File: src/design/itoa_pkg.sv
// Shared types, constants and a helper function of the radix ASCII converter.
package itoa_pkg;

    localparam int VALUE_WIDTH = 32;
    localparam int BIT_CNT_W   = $clog2(VALUE_WIDTH);
    localparam int ADDR_W      = $clog2(VALUE_WIDTH);
    localparam int CNT_W       = $clog2(VALUE_WIDTH + 1);
    localparam int RADIX_W     = 6;
    localparam int DIGIT_W     = 6;
    localparam int CHAR_W      = 8;

    localparam logic [RADIX_W-1:0] RADIX_MIN   = 6'd2;
    localparam logic [RADIX_W-1:0] RADIX_MAX   = 6'd36;
    localparam logic [RADIX_W-1:0] RADIX_RESET = 6'd10;

    localparam logic [DIGIT_W-1:0] DECIMAL_LIMIT = 6'd10;
    localparam logic [CHAR_W-1:0]  CHAR_ZERO     = 8'h30;
    localparam logic [CHAR_W-1:0]  CHAR_ALPHA    = 8'h57;  // 'a' minus ten
    localparam logic [CHAR_W-1:0]  MINUS_CHAR    = 8'h2D;
    localparam logic [CHAR_W-1:0]  ERROR_CHAR    = 8'h00;

    typedef enum logic [1:0] {
        SEL_MINUS,
        SEL_DIGIT,
        SEL_ERROR
    } char_sel_t;

    typedef struct packed {
        logic      load_value;
        logic      div_step;
        logic      store_digit;
        logic      rd_issue;
        logic      out_load;
        char_sel_t out_sel;
    } itoa_cmd_t;

    typedef struct packed {
        logic radix_bad;
        logic bit_last;
        logic quo_zero;
        logic neg;
        logic cnt_one;
        logic out_free;
    } itoa_stat_t;

    function automatic logic [CHAR_W-1:0] digit_char(input logic [DIGIT_W-1:0] d);
        logic [CHAR_W-1:0] d_ext;
        d_ext = {{(CHAR_W - DIGIT_W){1'b0}}, d};
        if (d < DECIMAL_LIMIT)
        begin
            return CHAR_ZERO + d_ext;
        end
        return CHAR_ALPHA + d_ext;
    endfunction

endpackage

File: src/design/itoa_ctrl.sv
// Controller state machine of the radix ASCII converter.
module itoa_ctrl (
    input  logic                clk,
    input  logic                rst_n,
    input  logic                in_valid,
    output logic                in_ready,
    input  itoa_pkg::itoa_stat_t stat,
    output itoa_pkg::itoa_cmd_t  cmd
);

    typedef enum logic [2:0] {
        ST_IDLE,
        ST_DIV,
        ST_STORE,
        ST_SIGN,
        ST_READ,
        ST_EMIT,
        ST_ERROR
    } state_t;

    state_t state_reg;
    state_t state_next;

    assign in_ready = (state_reg == ST_IDLE);

    always_comb
    begin
        state_next      = state_reg;
        cmd.load_value  = 1'b0;
        cmd.div_step    = 1'b0;
        cmd.store_digit = 1'b0;
        cmd.rd_issue    = 1'b0;
        cmd.out_load    = 1'b0;
        cmd.out_sel     = itoa_pkg::SEL_DIGIT;
        case (state_reg)
            ST_IDLE:
            begin
                if (in_valid)
                begin
                    if (stat.radix_bad)
                    begin
                        state_next = ST_ERROR;
                    end
                    else
                    begin
                        cmd.load_value = 1'b1;
                        state_next     = ST_DIV;
                    end
                end
            end
            ST_DIV:
            begin
                cmd.div_step = 1'b1;
                if (stat.bit_last)
                begin
                    state_next = ST_STORE;
                end
            end
            ST_STORE:
            begin
                cmd.store_digit = 1'b1;
                state_next      = stat.quo_zero ? ST_SIGN : ST_DIV;
            end
            ST_SIGN:
            begin
                if (!stat.neg)
                begin
                    state_next = ST_READ;
                end
                else if (stat.out_free)
                begin
                    cmd.out_load = 1'b1;
                    cmd.out_sel  = itoa_pkg::SEL_MINUS;
                    state_next   = ST_READ;
                end
            end
            ST_READ:
            begin
                cmd.rd_issue = 1'b1;
                state_next   = ST_EMIT;
            end
            ST_EMIT:
            begin
                if (stat.out_free)
                begin
                    cmd.out_load = 1'b1;
                    cmd.out_sel  = itoa_pkg::SEL_DIGIT;
                    state_next   = stat.cnt_one ? ST_IDLE : ST_READ;
                end
            end
            ST_ERROR:
            begin
                if (stat.out_free)
                begin
                    cmd.out_load = 1'b1;
                    cmd.out_sel  = itoa_pkg::SEL_ERROR;
                    state_next   = ST_IDLE;
                end
            end
            default:
            begin
                state_next = ST_IDLE;
            end
        endcase
    end

    always_ff @(posedge clk or negedge rst_n)
    begin
        if (!rst_n)
        begin
            state_reg <= ST_IDLE;
        end
        else
        begin
            state_reg <= state_next;
        end
    end

    // A digit read is always followed by its emit state.
    assert property (@(posedge clk) disable iff (!rst_n)
        cmd.rd_issue |=> state_reg == ST_EMIT)
        else $error("digit read not followed by emit");

    // A new conversion starts only from idle with an accepted transaction.
    assert property (@(posedge clk) disable iff (!rst_n)
        cmd.load_value |-> in_valid && in_ready && !stat.radix_bad)
        else $error("conversion started without a transaction");

endmodule

File: src/design/itoa_dp.sv
// Datapath of the radix ASCII converter: radix register, divider, digit memory, output stage.
module itoa_dp (
    input  logic                                    clk,
    input  logic                                    rst_n,
    input  logic                                    cfg_we,
    input  logic [itoa_pkg::RADIX_W-1:0]            cfg_wdata,
    input  logic signed [itoa_pkg::VALUE_WIDTH-1:0] value,
    input  logic                                    out_ready,
    output logic                                    out_valid,
    output logic [itoa_pkg::CHAR_W-1:0]             character,
    output logic                                    last,
    output logic                                    bad_base,
    input  itoa_pkg::itoa_cmd_t                     cmd,
    output itoa_pkg::itoa_stat_t                    stat
);

    localparam int W = itoa_pkg::VALUE_WIDTH;

    logic [itoa_pkg::RADIX_W-1:0]   radix_reg;
    logic [W-1:0]                   quo_reg;
    logic [W-1:0]                   quo_next;
    logic [itoa_pkg::DIGIT_W-1:0]   rem_reg;
    logic [itoa_pkg::DIGIT_W-1:0]   rem_next;
    logic [itoa_pkg::BIT_CNT_W-1:0] bit_cnt_reg;
    logic [itoa_pkg::CNT_W-1:0]     cnt_reg;
    logic                           neg_reg;
    logic [itoa_pkg::DIGIT_W-1:0]   rd_data_reg;
    logic [itoa_pkg::DIGIT_W-1:0]   digit_mem [W];
    logic                           out_valid_reg;
    logic [itoa_pkg::CHAR_W-1:0]    char_reg;
    logic                           last_reg;
    logic                           bad_reg;

    logic [W-1:0]                   value_u;
    logic [W-1:0]                   magnitude;
    logic [itoa_pkg::DIGIT_W:0]     rem_shift;
    logic [itoa_pkg::DIGIT_W:0]     rem_diff;
    logic                           rem_ge;
    logic [itoa_pkg::CNT_W-1:0]     cnt_dec;

    assign value_u   = $unsigned(value);
    assign magnitude = value_u[W-1] ? (~value_u + {{(W-1){1'b0}}, 1'b1}) : value_u;

    // One restoring divide step: shift in the next quotient bit, subtract when it fits.
    assign rem_shift = {rem_reg, quo_reg[W-1]};
    assign rem_diff  = rem_shift - {1'b0, radix_reg};
    assign rem_ge    = (rem_shift >= {1'b0, radix_reg});
    assign rem_next  = rem_ge ? rem_diff[itoa_pkg::DIGIT_W-1:0]
                              : rem_shift[itoa_pkg::DIGIT_W-1:0];
    assign quo_next  = {quo_reg[W-2:0], rem_ge};
    assign cnt_dec   = cnt_reg - {{(itoa_pkg::CNT_W-1){1'b0}}, 1'b1};

    assign stat.radix_bad = (radix_reg < itoa_pkg::RADIX_MIN) ||
                            (radix_reg > itoa_pkg::RADIX_MAX);
    assign stat.bit_last  = (bit_cnt_reg == itoa_pkg::BIT_CNT_W'(W - 1));
    assign stat.quo_zero  = (quo_reg == '0);
    assign stat.neg       = neg_reg;
    assign stat.cnt_one   = (cnt_reg == itoa_pkg::CNT_W'(1));
    assign stat.out_free  = !out_valid_reg || out_ready;

    always_ff @(posedge clk or negedge rst_n)
    begin
        if (!rst_n)
        begin
            radix_reg     <= itoa_pkg::RADIX_RESET;
            bit_cnt_reg   <= '0;
            cnt_reg       <= '0;
            neg_reg       <= 1'b0;
            out_valid_reg <= 1'b0;
        end
        else
        begin
            if (cfg_we)
            begin
                radix_reg <= cfg_wdata;
            end
            if (cmd.load_value)
            begin
                bit_cnt_reg <= '0;
                cnt_reg     <= '0;
                neg_reg     <= value_u[W-1];
            end
            else if (cmd.div_step)
            begin
                bit_cnt_reg <= bit_cnt_reg + itoa_pkg::BIT_CNT_W'(1);
            end
            else if (cmd.store_digit)
            begin
                bit_cnt_reg <= '0;
                cnt_reg     <= cnt_reg + itoa_pkg::CNT_W'(1);
            end
            else if (cmd.out_load && cmd.out_sel == itoa_pkg::SEL_DIGIT)
            begin
                cnt_reg <= cnt_dec;
            end
            if (cmd.out_load)
            begin
                out_valid_reg <= 1'b1;
            end
            else if (out_ready)
            begin
                out_valid_reg <= 1'b0;
            end
        end
    end

    // Payload registers: quotient, remainder, output character and its last and bad-base flags.
    always_ff @(posedge clk)
    begin
        if (cmd.load_value)
        begin
            quo_reg <= magnitude;
            rem_reg <= '0;
        end
        else if (cmd.div_step)
        begin
            quo_reg <= quo_next;
            rem_reg <= rem_next;
        end
        else if (cmd.store_digit)
        begin
            rem_reg <= '0;
        end
        if (cmd.out_load)
        begin
            case (cmd.out_sel)
                itoa_pkg::SEL_MINUS:
                begin
                    char_reg <= itoa_pkg::MINUS_CHAR;
                    last_reg <= 1'b0;
                    bad_reg  <= 1'b0;
                end
                itoa_pkg::SEL_DIGIT:
                begin
                    char_reg <= itoa_pkg::digit_char(rd_data_reg);
                    last_reg <= stat.cnt_one;
                    bad_reg  <= 1'b0;
                end
                default:
                begin
                    char_reg <= itoa_pkg::ERROR_CHAR;
                    last_reg <= 1'b1;
                    bad_reg  <= 1'b1;
                end
            endcase
        end
    end

    // Digit memory: least significant digit at address zero.
    always_ff @(posedge clk)
    begin
        if (cmd.store_digit)
        begin
            digit_mem[cnt_reg[itoa_pkg::ADDR_W-1:0]] <= rem_reg;
        end
    end

    always_ff @(posedge clk)
    begin
        if (cmd.rd_issue)
        begin
            rd_data_reg <= digit_mem[cnt_dec[itoa_pkg::ADDR_W-1:0]];
        end
    end

    assign out_valid = out_valid_reg;
    assign character = char_reg;
    assign last      = last_reg;
    assign bad_base  = bad_reg;

    // Never overwrite a character that is still waiting.
    assert property (@(posedge clk) disable iff (!rst_n)
        cmd.out_load |-> (!out_valid_reg || out_ready))
        else $error("output register overwritten");

    // The remainder stays below the radix through every divide step.
    assert property (@(posedge clk) disable iff (!rst_n)
        cmd.div_step |-> rem_reg < radix_reg)
        else $error("remainder not below radix");

    // Digit count never exceeds the value width.
    assert property (@(posedge clk) disable iff (!rst_n)
        cnt_reg <= itoa_pkg::CNT_W'(W))
        else $error("digit count overflow");

    // A digit is emitted only with at least one digit stored.
    assert property (@(posedge clk) disable iff (!rst_n)
        (cmd.rd_issue || (cmd.out_load && cmd.out_sel == itoa_pkg::SEL_DIGIT)) |->
        cnt_reg != '0)
        else $error("digit emitted from empty store");

endmodule

File: src/design/integer_to_radix_ascii_unit.sv
// Top level of the integer to radix ASCII converter.
//
//  channel | signals                         | moves
//  --------+---------------------------------+------------------------------------
//  input   | in_valid, in_ready, value       | one signed integer per transaction
//  output  | out_valid, out_ready, character,| one character per transaction,
//          | last, bad_base                  | last flags the end of a conversion
//  config  | cfg_we, cfg_wdata               | radix, written while cfg_we is high
//
// Each digit costs one restoring division: VALUE_WIDTH shift-subtract steps plus one
// store step, until the quotient is zero; then one sign step and, for each digit out of
// the digit memory, one read step and one load step. Worst case is base 2 with 32 digits;
// a bad base answers with a single error character flagged by last and bad_base.
// Reset clears the controller and the output valid and returns radix to ten.
// The block takes one transaction at a time; output stalls hold the controller.
module integer_to_radix_ascii_unit (
    input  logic                                    clk,
    input  logic                                    rst_n,
    input  logic                                    cfg_we,
    input  logic [itoa_pkg::RADIX_W-1:0]            cfg_wdata,
    input  logic                                    in_valid,
    output logic                                    in_ready,
    input  logic signed [itoa_pkg::VALUE_WIDTH-1:0] value,
    output logic                                    out_valid,
    input  logic                                    out_ready,
    output logic [itoa_pkg::CHAR_W-1:0]             character,
    output logic                                    last,
    output logic                                    bad_base
);

    // Commands from the controller, status back from the datapath.
    itoa_pkg::itoa_cmd_t  cmd;
    itoa_pkg::itoa_stat_t stat;

    // Sequence divide, store, sign and emit steps.
    itoa_ctrl u_ctrl (
        .clk      (clk),
        .rst_n    (rst_n),
        .in_valid (in_valid),
        .in_ready (in_ready),
        .stat     (stat),
        .cmd      (cmd)
    );

    // Hold the radix, divide, store digits and drive the output register.
    itoa_dp u_dp (
        .clk       (clk),
        .rst_n     (rst_n),
        .cfg_we    (cfg_we),
        .cfg_wdata (cfg_wdata),
        .value     (value),
        .out_ready (out_ready),
        .out_valid (out_valid),
        .character (character),
        .last      (last),
        .bad_base  (bad_base),
        .cmd       (cmd),
        .stat      (stat)
    );

endmodule
File: config.mk
export PLATFORM = sky130hd
export DESIGN_NAME = integer_to_radix_ascii_unit
export DESIGN_NICKNAME = d
export VERILOG_FILES = /design/src/design/itoa_pkg.sv /design/src/design/itoa_ctrl.sv /design/src/design/itoa_dp.sv /design/src/design/integer_to_radix_ascii_unit.sv
export SDC_FILE = /design/constraint.sdc
export NUM_CORES = 1
export LEC_CHECK = 0
export ABC_AREA = 1
export BUFFER_PORTS_ARGS = -buffer_cell sky130_fd_sc_hd__buf_2
export CAP_MARGIN = 20
export CORE_ASPECT_RATIO = 0.75
export CORE_MARGIN = 2
export CORE_UTILIZATION = 60
export DETAILED_ROUTE_END_ITERATION = 8
export PLACE_DENSITY = 0.78
export SYNTH_ARGS = -nofsm -noshare
export SYNTH_HDL_FRONTEND = slang
export SYNTH_SLANG_ARGS = --single-unit
File: constraint.sdc
create_clock -name clk -period 6 [get_ports clk]
set_clock_uncertainty 0.15 [all_clocks]
set_input_delay 0.3 -clock clk [delete_from_list [all_inputs] [get_ports clk]]
set_output_delay 0.3 -clock clk [all_outputs]
set_load 0.005 [all_outputs]
Yosys cells after proc, flatten, opt, wreduce, memory -nomap -nowiden. Memories as Yosys holds them, arrays and structs flattened. A register that Yosys moved wholly into a read port is not among the register bits. Cells that the tools add are included.

Register bits: 70. RAM bits: 192. Output and inout bits: 12. Memories kept: 1.

Memories: u_dp.digit_mem (depth 32, bits a word 6, read ports 1, clocked after memory_dff 1, write ports 1, line itoa_dp.sv:28) `logic [itoa_pkg::DIGIT_W-1:0] digit_mem [W];`.

$add $sub $neg: 7. Magnitude comparators: 4. Eq/ne operators: 15. Multiplexer cells: 46. Bitwise gates (word level): 1. Reduce and logical (&&, ||, !) cells: 15.

Operator list (number): 32-bit 2-to-1 mux (3); 6-bit 2-to-1 mux (7); 3-bit 2-to-1 mux (12); 32-bit by 1-bit adder with 32-bit output, second input constant (1); 32-bit zero test (1); 32-bit NOT (1); 3-bit one-hot mux with 7 select lines (1); 8-bit 2-to-1 mux (2); 8-bit one-hot mux with 2 select lines (1); 5-bit 2-to-1 mux (3); 1-bit 2-to-1 mux (14); 3-bit == test, second input constant (3); 3-bit one-hot mux with 3 select lines (1); 7-bit by 6-bit adder with 8-bit output, first input constant (1); 2-bit inequality test, second input constant (4); 6-bit by 6-bit adder with 7-bit output, first input constant (1); 7-bit by 6-bit greater-or-equal comparator with 1-bit output (1); 6-bit by 1-bit adder with 6-bit output, second input constant (1); 3-bit by 2-bit == test with 1-bit output, second input constant (2); 6-bit by 1-bit == test with 1-bit output, second input constant (1); 6-bit greater-than comparator, second input constant (1); 6-bit by 2-bit < comparator with 1-bit output, second input constant (1); 6-bit by 4-bit < comparator with 1-bit output, second input constant (1); 2-bit nonzero test (3); 19 further kinds (21).

Longest topological paths before layout. Gate-level depths: netlist of the first run.

Depth after elaboration: 11. Depth in mapped cells: 14. Depth with buffers taken out: 12.

Modules after synthesis. Synthesis of the first run repeated with hierarchy kept, for this count alone.

Cells, all modules: 1259. Area, all modules: 12771.0 um^2.

Modules (own cells, without submodules): itoa_dp (instances 1, cells an instance 1202, area each 12426.9 um^2, seq. area each 7805.0 um^2); itoa_ctrl (instances 1, cells an instance 57, area each 344.1 um^2, seq. area each 75.1 um^2).

Worst setup path after synthesis of the first run. Ideal clock, no wire load.

Kind: register to register. Start point: register u_dp.cnt_reg[0] in the netlist's numbering. End point: register u_dp.rd_data_reg[5] in the netlist's numbering (read register of u_dp.digit_mem) (data pin). Data arrival time: 2.045 ns. Required time: 5.595 ns. Path slack: 3.551 ns. Stages on the path, launching flop included: 14. Buffers on the path: 6. Period minus slack after synthesis: 2.449 ns. Cell sequence: dfrtp_1 > buf_4 > inv_2 > buf_6 > buf_4 > ha_1 > buf_2 > buf_4 > buf_2 > o21ai_0 > o211ai_1 > nand3_1 > nand3_1 > and2_1.

Cells in the longest elaborated chain, start to end: 1.

RTL lines: from (decl) (line itoa_dp.sv:25) `logic [itoa_pkg::CNT_W-1:0] cnt_reg;`; from (signal assigned) (line itoa_dp.sv:90) `cnt_reg <= cnt_reg + itoa_pkg::CNT_W'(1);`; from (signal assigned) (line itoa_dp.sv:94) `cnt_reg <= cnt_dec;`; 6-bit by 1-bit subtractor with 6-bit output (line itoa_dp.sv:51) `assign cnt_dec = cnt_reg - {{(itoa_pkg::CNT_W-1){1'b0}}, 1'b1};`; to (decl) (line itoa_dp.sv:27) `logic [itoa_pkg::DIGIT_W-1:0] rd_data_reg;`.

Every way passes these cells. A chain may end at the register's enable or synchronous reset.

Worst setup path in the final report of the first run. Ends and elaborated chain as after synthesis.

==> impl_metrics.tcl, run 1 <==
set metrics [dict create \
    run_status "finished, final reports clean" \
    grt_pass1_wl_mm 46.3 \
    synth_seq_cells 268 \
    end_kind "flop" \
    clock_tree.buffer_depth 3 \
    wire_per_inst_um 18.9 \
    grt.busiest_layer "met1" \
    pin_count 55 \
    worst_hold_startpoint "value[28]" \
    timing.final.max_slew_violations 0 \
    setup.reg_to_reg.worst_slack_ns 2.75 \
    clkSinkCount 268 \
    post-synth-top-area-cell "edfxtp_1" \
    detailedRoute.firstPassIterationCount 5 \
    power.density_cell_area_nw_per_um2 331 \
    dieWidth_um 172 \
    grtUsageMet2 0.381 \
    die-height_um 130 \
    vias 9513 \
    synth_compound_gate_area_share 0.105 \
    grtUsageTotal 0.272 \
    synth_top_cell_area_share 0.568 \
    use_met3 0.0503 \
    nature_of_the_critical_path_startpoint "flop" \
    grt_start_max_net_pins 102 \
    syn_inst 1239 \
    r2r-start "u_dp.cnt_reg[0]" \
    syn-num-nets 1302 \
    dominant_combinational_cell_family_by_area_after_synthesis "simple AND/OR/NAND/NOR gates" \
    num_antenna_cells 0 \
    nets 1358 \
    worst_skew_pair.late_latency_ns 0.53 \
    report.final.setup_viol 0 \
    detail_route.drc_violations 0 \
    clock_buffer_count_from_cts 26 \
    num-fill-cells 1591 \
    finalWorstPathRequiredPeriod_ns 3.25 \
    viasPerCell 5.93 \
    num_rows 46 \
    critical-path-top-delay-family "buffers and inverters" \
    synth.top_cells.by_area "edfxtp_1 57%, nor2_1 7.0%, o21ai_0 6.0%" \
    reg2reg_path_depth 9 \
    dieArea_um2 22300 \
    timing.critical_path.from "u_dp.cnt_reg[0]" \
    worstPathBufferInverterCount 3 \
    met1_usage 0.443 \
    p_leak_nw 5.42 \
    finalWirelength_mm 30.3 \
    hold_viol_final 0 \
    data_required_time_at_the_worst_endpoint_ns 6.14 \
    effective_utilization_at_floorplan 0.606 \
    timing.critical_path.cells "inv_2, buf_4, ha_1, xnor2_4, inv_2, o211ai_1, nand3_1, nand3_1, and2_1" \
    synth_enable_flop_cells 240 \
    htreeDepth 1 \
    cts_repair_resize_count 0 \
    sequential_cell_area_um2 7890 \
    synth-adder-area-share 0.0203 \
    critical_path_peak_fanout 99 \
    finish.utilization 0.679 \
    synth.distinct_cells 43 \
    setup.worst_path.class "flop to flop" \
    drt_iter0_drc 1424 \
    parity_gate_share_of_the_synthesized_area_counting_xor_and_xnor_cells 0.0199 \
    cts_tree "yes" \
    synth-main-ff-cell "edfxtp_1" \
    worst_pin_slew_ns 0.994 \
    worst_hold_path.num_cells 4 \
    worst_hold_path_type "input port to flop" \
    ant_nets 0 \
    antenna_found_initial 0 \
    maxSlewHeadroom 0.337 \
    critical-path-max-stage-delay_ns 0.67 \
    yosys_warnings 0 \
    drv_cap 0 \
    share_of_synthesized_registers_carrying_an_async_set_or_reset 0.0821 \
    final_weighted_congestion_in_routability_driven_placement 0.949 \
    worst-path-stages 9 \
    via_count_of_the_first_global_routing_pass 8399 \
    crit_slowest_cell "buf_4" \
    cts_setup_buffers 0 \
    synthToLayoutAreaGrowth_pct 12.1 \
    total_area_of_multi_input_combinational_cells_um2 4200 \
    clkTransAtPathRegs_ns 0.06 \
    min_to "u_dp.quo_reg[28]" \
    global_route_total_overflow 0 \
    final.period_utilization 0.542 \
    hold_fix_buffers_at_cts 19 \
    syn_area_per_cell_um2 10.2 \
    largest_register_ff_count 192 \
    coreArea_um2 21000 \
    worst_ir_drop_vdd_mv 0.239 \
    detailed_place_hpwl_mm 19.5 \
    yosys.area_share.simple 0.184 \
    post_route_cells_drive_above_1_share 0.104 \
    cp_data_arrival_time_ns 3.39 \
    synth.area.mux_share 0.000887 \
    cts_root_buffer "clkbuf_16" \
    critical_path.reg2reg.endpoint "u_dp.rd_data_reg[5]" \
    synth.cell_area_um2 12700 \
    fmax_ghz 0.308 \
    port-buffer-count 54 \
    fin_setup_tns_ns 0 \
    grt_setup_unrepaired "false" \
    yosysSeqAreaShare 0.621 \
]
[layer usage]
layer,up-vias,wire (µm)
li1,4414,-
met1,4526,13600
met2,521,12800
met3,52,3180
met4,0,643
met5,-,0
[metrics by stage]
step | cell area (µm²) | hold WS, ns | cells | power (mW) | worst slack (ns)
2_1_floorplan | 12700 | -0.146 | 1239 | 2.70 | 3.55
3_3_place_gp | 13100 | 0.146 | 1535 | 2.91 | 2.89
3_5_place_dp | 13100 | 0.159 | 1535 | 2.94 | 2.79
4_1_cts | 14200 | 0.00555 | 1602 | 4.71 | 2.78
5_1_grt | 14200 | 0.0394 | 1603 | 4.85 | 2.53
6_report | 14200 | 0.0101 | 1603 | 4.70 | 2.75
[tightest hold or removal path, stage by stage]
cell	delay (ns)
buf_2	0.12
nand2_1	0.06
nand3_1	0.06
nand2_1	0.05
[layout by cell type (no fill, tap or decap), types with 15 or more instances in the layout]
cell type	synthesis	layout
a21oi_1	15	15
buf_2	22	54
clkbuf_16	0	27
dfrtp_1	20	19
dlygate4sd3_1	0	19
edfxtp_1	240	240
ha_1	19	18
inv_1	76	76
nand2_1	183	183
nand3_1	95	95
nor2_1	238	238
o211ai_1	48	48
o21ai_0	151	151
xor2_1	19	19
[cell type report]
class,instances,area share
timing repair buffer,80,0.0369
inverter,84,0.0222
tap,288,0.0253
sequential,268,0.554
clock buffer,35,0.0510
clock inverter,13,0.0151
multi-input combinational,835,0.295
[logic make-up after synthesis]
family | count (synthesis)
AND/OR/NAND/NOR | 554
flip-flops | 268
AO/OA/AOI/OAI | 235
buffers and inverters | 136
XOR/XNOR | 25
adder cells (fa/ha/maj) | 20
multiplexers | 1
[cell usage after synthesis (3+ instances only)]
cell type / count
edfxtp_1: 240
nand3_1: 95
or2_2: 4
and2_1: 6
xnor2_1: 3
nor3_1: 7
clkbuf_1: 14
o22ai_1: 8
xor2_1: 19
buf_6: 6
ha_1: 19
nor2_1: 238
a21oi_1: 15
dfxtp_1: 6
o21ai_1: 8
buf_2: 22
nand4_1: 9
o211ai_1: 48
inv_2: 8
o21ai_0: 151
nand2_1: 183
buf_4: 9
dfrtp_1: 20
inv_1: 76
[report_power, final]
part           total, mW  internal [mW]  switching, mW
clock               1.79           1.10          0.686
combinational      0.409          0.142          0.267
sequential          2.50           2.31          0.199
[worst max-delay path by stage]
stage,end,slack [ns]
finish,u_dp.rd_data_reg[5],2.75
global route,u_dp.rd_data_reg[5],2.53
CTS,u_dp.rd_data_reg[5],2.78
detailed placement,u_dp.rd_data_reg[5],2.79
global placement,u_dp.rd_data_reg[3],2.89
floorplan,u_dp.rd_data_reg[5],3.55
Note: power is estimated with default switching activity, not from simulation.
==> run 2, diff against run 1 <==
- CORE_UTILIZATION: 60 -> 56
- PLACE_DENSITY: 0.78 -> 0.76
- clock period: 6 -> 2.85 ns (I/O delays scaled with it)
==> run 2 against run 1 <==
  * The flow now finishes with violations (hold timing)
  * Via count is 1.1% higher
  * Register-to-register slack worse by 2.5 ns
  * Largest power group unchanged
  * Combinational power grew to 3.1 times the previous value
==> impl_metrics.tcl, run 2 (synthesis gave the netlist of run 1 again) <==
set metrics [dict create \
    run_status "complete, but fails checks" \
    violated_checks "hold timing" \
    detail_route.drc_violations 0 \
    worst_pin_slew_ns 0.968 \
    fin_hold_ws_ns -0.00131 \
    antenna_found_initial 0 \
    effective_utilization_at_floorplan 0.572 \
    cts_root_buffer "clkbuf_16" \
    finalWirelength_mm 31.0 \
    power_frac_clock 0.370 \
    preCtsSetupSlack_ns 0.430 \
    setup.worst_path.class "flop to flop" \
    fin_setup_tns_ns 0 \
    coreArea_um2 22200 \
    cts_repair_resize_count 0 \
    viasPerCell 5.80 \
    clock_buffer_count_from_cts 26 \
    via_count_of_the_first_global_routing_pass 9018 \
    grt_setup_unrepaired "false" \
    clock_tree.buffer_depth 3 \
    ant_nets 0 \
    p_leak_nw 5.62 \
    drt_iter0_drc 1311 \
    data_required_time_at_the_worst_endpoint_ns 3.11 \
    r2r-start "u_dp.radix_reg[1]" \
    fin_total_pwr_mw 9.82 \
    nets 1407 \
    synthToLayoutAreaGrowth_pct 15.7 \
    hold_viol_final 1 \
    power.density_cell_area_nw_per_um2 669 \
    internal_power_mw 7.37 \
    finish.utilization 0.662 \
    switching_power_as_a_share_of_total_power 0.249 \
    layout.cells.most_common "edfxtp_1" \
    sequentialPowerShare 0.501 \
    post_route_cells_drive_above_1_share 0.109 \
    num_rows 47 \
    largest_register_ff_count 192 \
    end_kind "flop" \
    report.final.setup_viol 0 \
    detailed_place_hpwl_mm 19.8 \
    worst_hold_path_type "input port to flop" \
    cp_data_arrival_time_ns 2.87 \
    worst_hold_startpoint "value[1]" \
    power.combinational.fraction 0.130 \
    timing.final.max_slew_violations 0 \
    timing.critical_path.from "u_dp.radix_reg[1]" \
    grtUsageTotal 0.264 \
    worst_ir_drop_vdd_mv 0.612 \
    drv_cap 0 \
    vias 9618 \
    post-route-worst-setup-slack_ns 0.242 \
    pin_count 55 \
    num_antenna_cells 0 \
    clkTransAtPathRegs_ns 0.06 \
    cts_tree "yes" \
    dieArea_um2 23900 \
    finalWorstPathRequiredPeriod_ns 2.61 \
    wire_per_inst_um 18.7 \
    net-switching-power_mw 2.44 \
    final_weighted_congestion_in_routability_driven_placement 0.858 \
    clkSinkCount 268 \
    fmax_ghz 0.383 \
    grt_start_max_net_pins 100 \
    htreeDepth 1 \
    num-fill-cells 1624 \
    layout.cells.most_common_list "240 x edfxtp_1, 238 x nor2_1, 183 x nand2_1" \
    die-height_um 134 \
    dieWidth_um 178 \
    port-buffer-count 54 \
    critical_path_peak_fanout 14 \
    maxSlewHeadroom 0.354 \
    final.period_utilization 0.915 \
    global_route_total_overflow 0 \
    nature_of_the_critical_path_startpoint "flop" \
    detailedRoute.firstPassIterationCount 5 \
    grt_pass1_wl_mm 48.6 \
    worst_skew_pair.late_latency_ns 0.54 \
]
## run 2: cell types whose count changed in the layout (fill, tap and decap cells not counted), moves of 2 or more
cell / previous run / this run
buf_12: 1 / 3
buf_4: 6 / 17
clkbuf_1: 6 / 4
clkinv_2: 4 / 6
dfxtp_1: 2 / 6
dfxtp_2: 4 / 0
dlygate4sd3_1: 19 / 54
## run 2: layout make-up
type                       count  area, µm²  area share
inverter                      84        315      0.0215
tap                          294        368      0.0251
clock inverter                17        228      0.0155
clock buffer                  31        679      0.0463
multi-input combinational    835       4200       0.286
timing repair buffer         129       1010      0.0688
sequential                   268       7880       0.537
## run 2: timing repair
item,in CTS,in global routing
endpoints found under the hold margin,69,0
setup buffers,0,0
hold buffers,54,0
## run 2: layer usage
layer / global-route usage / share of wire / vias to the layer above
met4: 0.0546 / 0.016 / 0
met1: 0.408 / 0.45 / 4587
met5: 0 / 0 / -
li1: - / - / 4518
met3: 0.0414 / 0.086 / 42
met2: 0.398 / 0.45 / 471
## run 2: path summary, 6_finish.rpt
kind	slack, ns	depth (start not counted)	end
min in group asynchronous	0.52	3	u_dp.radix_reg[1]
worst max-delay path	0.24	8	u_dp.quo_reg[25]
max in group asynchronous	1.05	5	u_dp.cnt_reg[0]
worst min-delay path	-0.001	5	u_dp.quo_reg[1]
worst max register to register	0.24	8	u_dp.quo_reg[25]
worst min register to register	0.35	2	u_dp.neg_reg
## run 2: power groups by stage
stage / Clock [mW] / Combinational (mW) / Sequential [mW]
after floorplan: 0 / 0.491 / 5.18
after CTS: 3.65 / 1.27 / 4.91
after global placement: 0 / 1.18 / 4.99
after global routing: 3.80 / 1.42 / 4.93
after detailed placement: 0 / 1.20 / 4.99
final: 3.63 / 1.27 / 4.91
## run 2: through the flow
stage                     cells  cell area [µm²]
after floorplan            1239            12700
after global placement     1555            13200
after detailed placement   1555            13200
after CTS                  1657            14700
after global routing       1658            14700
final                      1658            14700
## run 2: critical path: stages, from the launching register on
cell	delay [ns]
dfstp_2	0.55
inv_1	0.08
nand4_1	0.30
nand3_4	0.13
nor2_4	0.27
buf_4	0.27
nand3_1	0.10
dlygate4sd3_1	0.57
nand2_1	0.06
